### config.mk
export PLATFORM = sky130hd
export DESIGN_NAME = chained_additive_byte_cipher_core_flat
export DESIGN_NICKNAME = d
export VERILOG_FILES = /design/src/design/cabc_pkg.sv /design/src/design/cabc_if.sv /design/src/design/chained_additive_byte_cipher_core.sv /design/src/design/cabc_cfg_regs.sv /design/src/design/cabc_engine.sv /design/src/flat_wrapper.sv
export SDC_FILE = /design/constraint.sdc
export NUM_CORES = 1
export LEC_CHECK = 0
export ABC_CLOCK_PERIOD_IN_PS = 5800
export BUFFER_PORTS_ARGS = -buffer_cell sky130_fd_sc_hd__clkbuf_2
export CORE_MARGIN = 2
export CORE_UTILIZATION = 58
export DETAILED_ROUTE_END_ITERATION = 7
export GPL_ROUTABILITY_DRIVEN = 0
export PLACE_DENSITY = 0.79
export SLEW_MARGIN = 15
export SYNTH_ARGS = -nofsm -noshare
export SYNTH_HDL_FRONTEND = slang
export SYNTH_SLANG_ARGS = --single-unit
### constraint.sdc
create_clock -name clk -period 5.8 [get_ports clk]
set_input_delay 0.87 -clock clk [delete_from_list [all_inputs] [get_ports clk]]
set_output_delay 0.87 -clock clk [all_outputs]
set_load 0.005 [all_outputs]
### src/design/cabc_pkg.sv
// Shared types, constants and helper functions of the chained additive byte cipher.
package cabc_pkg;

  // Field and register widths
  localparam int DATA_W     = 8;
  localparam int KEY_W      = 64;
  localparam int KEY_LEN_W  = 4;
  localparam int BLK_LEN_W  = 8;
  localparam int KEY_IDX_W  = 3;
  localparam int CFG_IDX_W  = 3;
  localparam int CFG_DATA_W = KEY_W;

  localparam int MAX_KEY_LEN = 8;

  // Reset values of the configuration registers
  localparam logic [KEY_W-1:0]     KEY_RESET       = 64'h424C_4738_3637_3233;
  localparam logic [KEY_LEN_W-1:0] KEY_LEN_RESET   = 4'd8;
  localparam logic [BLK_LEN_W-1:0] BLOCK_LEN_RESET = 8'd28;

  // Register indexes of the configuration port
  typedef enum logic [CFG_IDX_W-1:0] {
    CFG_KEY_BYTES    = 3'd0,
    CFG_KEY_LENGTH   = 3'd1,
    CFG_BLOCK_LENGTH = 3'd2,
    CFG_ENCRYPT_MODE = 3'd3
  } cfg_index_t;

  // Configuration as seen by the cipher engine
  typedef struct packed {
    logic [KEY_W-1:0]     key_bytes;
    logic [KEY_LEN_W-1:0] key_len;     // already clamped to 1..MAX_KEY_LEN
    logic [BLK_LEN_W-1:0] block_length;
    logic                 encrypt_mode;
    logic                 reseed;      // one-cycle pulse on any listed write
  } cabc_cfg_t;

  // Clamp the raw key length into the range 1..MAX_KEY_LEN.
  function automatic logic [KEY_LEN_W-1:0] eff_key_len(input logic [KEY_LEN_W-1:0] raw);
    logic [KEY_LEN_W-1:0] n;
    n = raw;
    if (n == '0) n = KEY_LEN_W'(1);
    if (n > KEY_LEN_W'(MAX_KEY_LEN)) n = KEY_LEN_W'(MAX_KEY_LEN);
    return n;
  endfunction

  // Starting key position of a block: 25 modulo the key length.
  function automatic logic [KEY_IDX_W-1:0] seed_index(input logic [KEY_LEN_W-1:0] len);
    logic [KEY_IDX_W-1:0] idx;
    case (len)
      4'd2:    idx = 3'd1;
      4'd3:    idx = 3'd1;
      4'd4:    idx = 3'd1;
      4'd6:    idx = 3'd1;
      4'd7:    idx = 3'd4;
      4'd8:    idx = 3'd1;
      default: idx = 3'd0;
    endcase
    return idx;
  endfunction

  // Key byte n sits in bits 8n+7 down to 8n.
  function automatic logic [DATA_W-1:0] key_byte(input logic [KEY_W-1:0] key,
                                                  input logic [KEY_IDX_W-1:0] idx);
    return key[idx*DATA_W +: DATA_W];
  endfunction

endpackage

### src/design/cabc_if.sv
// Valid/ready channel interfaces for the input and result bytes.
interface cabc_in_if;
  import cabc_pkg::*;
  logic              valid;
  logic              ready;
  logic [DATA_W-1:0] data_in;

  modport source (output valid, output data_in, input ready);
  modport sink (input valid, input data_in, output ready);
endinterface

interface cabc_out_if;
  import cabc_pkg::*;
  logic              valid;
  logic              ready;
  logic [DATA_W-1:0] data_out;

  modport source (output valid, output data_out, input ready);
  modport sink (input valid, input data_out, output ready);
endinterface

### src/design/chained_additive_byte_cipher_core.sv
// Top level of the chained additive byte cipher: configuration, engine and result register.
//
//   Channel   Direction  Payload              Handshake
//   in_ch     sink       data_in  (8 bits)    valid/ready
//   out_ch    source     data_out (8 bits)    valid/ready
//   cfg_*     sink       index 3b, data 64b   write enable only
//
// One byte is accepted per cycle while the result register is empty or being emptied;
// its result appears in the result register on the next cycle. Reset (synchronous,
// rst_n low) restores the register defaults and re-seeds the cipher; there is no
// clearing pass. Input is taken whenever the result register is empty or is being
// emptied in the same cycle.
module chained_additive_byte_cipher_core
  import cabc_pkg::*;
(
  input  logic                  clk,
  input  logic                  rst_n,
  cabc_in_if.sink               in_ch,
  cabc_out_if.source            out_ch,
  input  logic                  cfg_wr_en,
  input  logic [CFG_IDX_W-1:0]  cfg_index,
  input  logic [CFG_DATA_W-1:0] cfg_wdata
);

  cabc_cfg_t         cfg;
  logic              accept;
  logic [DATA_W-1:0] result;
  logic              out_valid_r;
  logic [DATA_W-1:0] out_data_r;

  cabc_cfg_regs u_cfg (
    .clk       (clk),
    .rst_n     (rst_n),
    .cfg_wr_en (cfg_wr_en),
    .cfg_index (cfg_index),
    .cfg_wdata (cfg_wdata),
    .cfg       (cfg)
  );

  // Input handshake.
  assign in_ch.ready = !out_valid_r || out_ch.ready;
  assign accept      = in_ch.valid && in_ch.ready;

  cabc_engine u_engine (
    .clk      (clk),
    .rst_n    (rst_n),
    .cfg      (cfg),
    .step     (accept),
    .data_in  (in_ch.data_in),
    .data_out (result)
  );

  // Result register.
  always_ff @(posedge clk) begin
    if (!rst_n) begin
      out_valid_r <= 1'b0;
    end else if (accept) begin
      out_valid_r <= 1'b1;
    end else if (out_ch.ready) begin
      out_valid_r <= 1'b0;
    end
  end

  always_ff @(posedge clk) begin
    if (accept) begin
      out_data_r <= result;
    end
  end

  assign out_ch.valid    = out_valid_r;
  assign out_ch.data_out = out_data_r;

endmodule

### src/design/cabc_cfg_regs.sv
// Configuration registers and the re-seed request raised by every listed write.
module cabc_cfg_regs
  import cabc_pkg::*;
(
  input  logic                  clk,
  input  logic                  rst_n,
  input  logic                  cfg_wr_en,
  input  logic [CFG_IDX_W-1:0]  cfg_index,
  input  logic [CFG_DATA_W-1:0] cfg_wdata,
  output cabc_cfg_t             cfg
);

  logic [KEY_W-1:0]     key_bytes_r;
  logic [KEY_LEN_W-1:0] key_length_r;
  logic [BLK_LEN_W-1:0] block_length_r;
  logic                 encrypt_mode_r;
  logic                 listed;

  // A write to an index beyond the list is ignored altogether.
  always_comb begin
    case (cfg_index)
      CFG_KEY_BYTES,
      CFG_KEY_LENGTH,
      CFG_BLOCK_LENGTH,
      CFG_ENCRYPT_MODE: listed = 1'b1;
      default:          listed = 1'b0;
    endcase
  end

  // Register file update.
  always_ff @(posedge clk) begin
    if (!rst_n) begin
      key_bytes_r    <= KEY_RESET;
      key_length_r   <= KEY_LEN_RESET;
      block_length_r <= BLOCK_LEN_RESET;
      encrypt_mode_r <= 1'b0;
    end else if (cfg_wr_en) begin
      case (cfg_index)
        CFG_KEY_BYTES:    key_bytes_r    <= cfg_wdata;
        CFG_KEY_LENGTH:   key_length_r   <= cfg_wdata[KEY_LEN_W-1:0];
        CFG_BLOCK_LENGTH: block_length_r <= cfg_wdata[BLK_LEN_W-1:0];
        CFG_ENCRYPT_MODE: encrypt_mode_r <= cfg_wdata[0];
        default:          ;
      endcase
    end
  end

  // Present the configuration with the key length already clamped.
  assign cfg.key_bytes    = key_bytes_r;
  assign cfg.key_len      = eff_key_len(key_length_r);
  assign cfg.block_length = block_length_r;
  assign cfg.encrypt_mode = encrypt_mode_r;
  assign cfg.reseed       = cfg_wr_en && listed;

endmodule

### src/design/cabc_engine.sv
// Cipher state (key position, chaining byte, block position) and the byte transform.
module cabc_engine
  import cabc_pkg::*;
(
  input  logic              clk,
  input  logic              rst_n,
  input  cabc_cfg_t         cfg,
  input  logic              step,
  input  logic [DATA_W-1:0] data_in,
  output logic [DATA_W-1:0] data_out
);

  logic [KEY_IDX_W-1:0] key_index_r, key_index_nxt;
  logic [DATA_W-1:0]    chain_r, chain_nxt;
  logic [BLK_LEN_W-1:0] pos_r, pos_nxt;
  logic                 pend_r;     // re-seed owed after reset or a configuration write

  logic                 reseed_now;
  logic [KEY_IDX_W-1:0] seed_idx;
  logic [KEY_IDX_W-1:0] idx;
  logic [DATA_W-1:0]    chain_cur;
  logic [DATA_W-1:0]    key_cur;
  logic [KEY_LEN_W-1:0] idx_inc;
  logic [BLK_LEN_W:0]   pos_inc;

  // Re-seed at the head of each block when the block length is nonzero, or once after reset or a configuration change.
  assign reseed_now = pend_r || ((cfg.block_length != '0) && (pos_r == '0));
  assign seed_idx   = seed_index(cfg.key_len);
  assign idx        = reseed_now ? seed_idx : key_index_r;
  assign chain_cur  = reseed_now ? key_byte(cfg.key_bytes, seed_idx) : chain_r;
  assign key_cur    = key_byte(cfg.key_bytes, idx);

  // Transform and the next chaining byte.
  always_comb begin
    if (cfg.encrypt_mode) begin
      data_out  = data_in + chain_cur + key_cur;
      chain_nxt = data_out;
    end else begin
      data_out  = data_in - chain_cur - key_cur;
      chain_nxt = data_in;
    end
  end

  // Key position wraps over the key bytes in use; block position wraps at the block length.
  always_comb begin
    idx_inc       = {1'b0, idx} + KEY_LEN_W'(1);
    key_index_nxt = (idx_inc >= cfg.key_len) ? '0 : idx_inc[KEY_IDX_W-1:0];
    pos_inc       = {1'b0, pos_r} + (BLK_LEN_W+1)'(1);
    if (cfg.block_length == '0) begin
      pos_nxt = '0;
    end else if (pos_inc >= {1'b0, cfg.block_length}) begin
      pos_nxt = '0;
    end else begin
      pos_nxt = pos_inc[BLK_LEN_W-1:0];
    end
  end

  // Control state: pending re-seed flag and block position.
  always_ff @(posedge clk) begin
    if (!rst_n) begin
      pend_r <= 1'b1;
      pos_r  <= '0;
    end else if (cfg.reseed) begin
      pend_r <= 1'b1;
      pos_r  <= '0;
    end else if (step) begin
      pend_r <= 1'b0;
      pos_r  <= pos_nxt;
    end
  end

  // Key position and chaining byte are only read once the pending flag has been served.
  always_ff @(posedge clk) begin
    if (step) begin
      key_index_r <= key_index_nxt;
      chain_r     <= chain_nxt;
    end
  end

endmodule
### src/flat_wrapper.sv
// flat-port wrapper written by rule: the top's interface ports become plain ports
module chained_additive_byte_cipher_core_flat import cabc_pkg::*;
  (clk, rst_n, cfg_wr_en, cfg_index, cfg_wdata, in_ch_valid, in_ch_data_in, in_ch_ready, out_ch_valid, out_ch_data_out, out_ch_ready);
  cabc_in_if in_ch_i ();
  cabc_out_if out_ch_i ();
  input  logic clk;
  input  logic rst_n;
  input  logic cfg_wr_en;
  input  logic [CFG_IDX_W-1:0] cfg_index;
  input  logic [CFG_DATA_W-1:0] cfg_wdata;
  input wire logic [$bits(in_ch_i.valid)-1:0] in_ch_valid;
  input wire logic [$bits(in_ch_i.data_in)-1:0] in_ch_data_in;
  output wire logic [$bits(in_ch_i.ready)-1:0] in_ch_ready;
  output wire logic [$bits(out_ch_i.valid)-1:0] out_ch_valid;
  output wire logic [$bits(out_ch_i.data_out)-1:0] out_ch_data_out;
  input wire logic [$bits(out_ch_i.ready)-1:0] out_ch_ready;
  assign in_ch_i.valid = in_ch_valid;
  assign in_ch_i.data_in = in_ch_data_in;
  assign in_ch_ready = in_ch_i.ready;
  assign out_ch_valid = out_ch_i.valid;
  assign out_ch_data_out = out_ch_i.data_out;
  assign out_ch_i.ready = out_ch_ready;
  chained_additive_byte_cipher_core u_core (.clk(clk), .rst_n(rst_n), .in_ch(in_ch_i), .out_ch(out_ch_i), .cfg_wr_en(cfg_wr_en), .cfg_index(cfg_index), .cfg_wdata(cfg_wdata));
endmodule
==> metrics.md <==
| Metric | Value |
|---|---|
| Initial Utilization | `0.590` |
| Worst path cell trace | `or4_4, o211a_1, o21ai_0, and2_1, o211ai_1, o21a_1, fa_1, inv_1, ha_1, fa_1, a21oi_1, o21bai_1, a2111o_1, o311ai_0, nand4b_1, or3b_1` |
| Routed via count | `5567` |
| Max Cap Viol | `0` |
| Largest net degree at the start of global routing | `80` |
| Port Buf Inserts | `89` |
| Avg WL per Cell | `between 15 and 20 um` |
| Layout cell share with drive strength beyond 1 | `0.148` |
| Global route overflow | `0` |
| Clock sink count | `~110` |
| Die area | `11800 um2` |
| Synthesized flop and latch total | `around 110` |
| Iteration-0 DRC Markers | `a little over 400` |
| Number of fillers in the final layout | `between 900 and 1000` |
| Final Critical Period | `roughly 5300 ps` |
| Clk buf depth | `2` |
| Sequential area share after synthesis | `0.364` |
| Chip height | `around 110 um` |
| Crit start category | `flip-flop` |
| Drc violations | `0` |
| Root Buffer | `clkbuf_8` |
| Global-route usage over all layers | `0.278` |
| Launching point of the worst reg2reg path | `u_core.u_cfg.block_length_r[5]` |
| Run status | `finished clean` |
| Area leader, netlist | `dfxtp_1` |
| Fin worst setup slack | `538 ps` |
| CTS Hold Bufs | `0` |
| Core Rows | `38` |
| Post-synthesis cell type count | `between 50 and 60` |
| Synth Instances | `between 700 and 800` |
| Number of diodes | `0` |
| Critical Path Max Stage Delay | `550 ps` |
| Reg2reg setup slack | `roughly 540 ps` |
| Area delta synth->final | `11.1%` |
| Final ANT Viol Nets | `0` |
| Fin Setup TNS | `0 ps` |
| CTS buffer count | `9` |
| IO Pins | `90` |
| R2r endpoint | `u_core.u_engine.chain_r[7]` |
| CP Capture Point | `u_core.u_engine.chain_r[7]` |
| Vias per cell | `between 5 and 6` |
| CTS tree | `done` |
| Top-area cell type share of the netlist area | `0.275` |
| Ys flop type | `dfxtp_1` |
| CP startpoint | `u_core.u_cfg.block_length_r[5]` |
| DRT Wirelength | `~15000 um` |
| EDFF count, synth | `19` |
| Synth top area cells | `dfxtp_1, nand2_1, edfxtp_1` |
| Worst skew pair latency | `390 ps` |
| Most frequent CP cell | `fa_1` |
| Critical Path AT | `roughly 5400 ps` |
| Die Wd | `between 100 and 150 um` |
| Number of global-route vias before repair | `roughly 5200` |
| CORE AREA | `about 11000 um2` |
| First-pass GRT wire length | `between 20000 and 30000 um` |
| Final hold violation count | `0` |
| Post-CTS setup buffers | `0` |
| WP data required | `between 5000 and 6000 ps` |
| Pre-CTS setup slack | `~570 ps` |
| Largest fanout on the critical path | `18` |
| Type of the most critical hold path | `flip-flop to flip-flop` |
| Final net count | `about 970` |
| Post-DP HPWL | `approximately 12000 um` |
| Syn_nets | `between 900 and 1000` |
| Max Slew Vio Count | `0` |
| Initial antenna violation count | `0` |
| Slowest cell on the critical path | `or4_4` |
| DR pass1 iterations | `5` |
| Critical Path End Type | `flip-flop` |
| Peak Freq | `around 190 MHz` |
| Area of the mapped netlist | `~6300 um2` |
| Leakage | `between 0.003 and 0.004 uW` |
| Warnings, synthesis | `0` |
| Final period util | `0.907` |
| Setup-failing EPs final | `0` |
| Post-cts gate resize count | `0` |
| CTS HTree Levels | `3` |
| Cell Pwr Density | `about 250 nW/um2` |
| Ys async rst share | `0` |
| Slew margin rel. | `0.297` |
| Worst Clk Skew | `13.4 ps` |
| Reg2Reg Depth | `16` |
| Mean Syn Cell Area | `between 8 and 9 um2` |
| Clk pin slew, worst setup/hold paths | `about 110 ps` |
| Critical path start-end classification | `flip-flop to flip-flop` |
| RSZ-0062 raised after global routing | `no` |
| Actual slew at the worst max-slew pin | `1050 ps` |
| Max VDD drop | `between 0.15 and 0.2 mV` |
## cell usage in the layout (no fill, tap or decap), types with 9 or more instances in the layout
| cell type | n |
|---|---|
| clkbuf_2 | 89 |
| nor2_1 | 28 |
| o21ai_0 | 26 |
| o21a_1 | 9 |
| inv_1 | 52 |
| a21boi_0 | 42 |
| a31oi_1 | 9 |
| fa_1 | 15 |
| clkbuf_8 | 9 |
| dfxtp_1 | 87 |
| nand3_1 | 37 |
| a21o_1 | 10 |
| xnor2_1 | 11 |
| ha_1 | 30 |
| o211ai_1 | 13 |
| edfxtp_1 | 19 |
| a21oi_1 | 13 |
| nand2_1 | 229 |
| and2_1 | 10 |
## cells by family after synthesis
family / count (synthesis) / synth area share
simple gates: 348 / 0.240
compound gates: 159 / 0.179
flops: 106 / 0.364
buf+inv: 94 / 0.0572
fa+ha+maj: 45 / 0.107
xor+xnor: 17 / 0.0235
mux: 15 / 0.0288
## stage by stage
stage | std cells | cell area, um2 | util | hold slack (ps) | total power, uW
global placement | 978 | 6850 | 0.637 | 459 | 1260
CTS | 994 | 7050 | 0.656 | 477 | 1750
detailed placement | 978 | 6850 | 0.637 | 456 | 1280
finish | 994 | 7050 | 0.656 | 474 | 1740
floorplan | 784 | 6340 | - | 435 | 1150
global route | 994 | 7050 | 0.656 | 495 | 1840
## critical path, delay by kind of cell, from the launching register on
family | cells | cell delay (ps)
flops | 1 | 340
simple gates | 4 | 1620
fa+ha+maj | 3 | 1100
buf+inv | 1 | 40
compound gates | 8 | 1900
## final cells by class
type / count / area (um2) / share of cell area
clock inverters: 7 / 75.1 / 0.0107
flip-flops and latches: 106 / 2310 / 0.328
well taps: 140 / 175 / 0.0249
clock buffers: 9 / 124 / 0.0176
multi-input cells: 584 / 3670 / 0.521
repair buffers: 94 / 483 / 0.0685
inverters: 54 / 203 / 0.0288
## per-layer routing
| layer | vias up | track usage | part of all wire |
|---|---|---|---|
| met3 | 40 | 0.0524 | 0.058 |
| met5 | - | 0.00893 | 0 |
| met2 | 175 | 0.423 | 0.46 |
| met4 | 0 | 0.151 | 0.044 |
| met1 | 2567 | 0.371 | 0.44 |
| li1 | 2785 | - | - |
## how the worst min path moves through the flow
stage / startpoint / endpoint / slack, ps / cells after the start
finish: u_core.u_cfg.key_bytes_r[16] / u_core.u_cfg.key_bytes_r[16] / 470 / 2
global route: u_core.u_cfg.key_bytes_r[29] / u_core.u_cfg.key_bytes_r[29] / 500 / 2
CTS: u_core.u_cfg.key_bytes_r[16] / u_core.u_cfg.key_bytes_r[16] / 480 / 2
detailed placement: u_core.u_cfg.key_bytes_r[54] / u_core.u_cfg.key_bytes_r[54] / 460 / 2
global placement: u_core.u_cfg.key_bytes_r[54] / u_core.u_cfg.key_bytes_r[54] / 460 / 2
floorplan: u_core.u_cfg.key_bytes_r[28] / u_core.u_cfg.key_bytes_r[28] / 430 / 2
## flip-flops by register name, summed over array words and instances, names as in the netlist
| register | count |
|---|---|
| u_core.u_engine.chain_r | 8 |
| u_core.u_cfg.key_bytes_r | 64 |
| u_core.u_cfg.block_length_r | 8 |
| u_core.u_cfg.key_length_r | 4 |
| u_core.u_engine.pend_r | 1 |
| u_core.u_engine.key_index_r | 3 |
| u_core.out_ch.valid | 1 |
| u_core.u_cfg.encrypt_mode_r | 1 |
| u_core.out_ch.data_out | 8 |
| u_core.u_engine.pos_r | 8 |
## synth_stat cells (4+ instances only)
master    number
o211ai_1      13
and2_1        10
nand2b_1       7
ha_1          30
inv_1         52
a21o_1        10
xnor2_1       11
buf_2          5
a32o_1         4
o21a_1         9
mux2_2         6
a21oi_1       13
dfxtp_1       87
nand3b_1       5
nor3_1         8
clkbuf_1      34
nand2_1      229
a211oi_1       7
a311oi_1       5
xor2_1         6
a21boi_0      42
nand3_1       37
nor2b_1        5
edfxtp_1      19
a31oi_1        9
mux2i_1        7
fa_1          15
nor2_1        28
o21ai_0       26
## where the power goes
part	leakage, uW	internal [uW]	switching (uW)	total, uW
logic	0.00212	198	240	438
clock network	0.0000957	203	271	474
registers	0.000890	802	25.8	828
total	0.00310	1200	536	1740
Power figures use the tool's default switching activity.
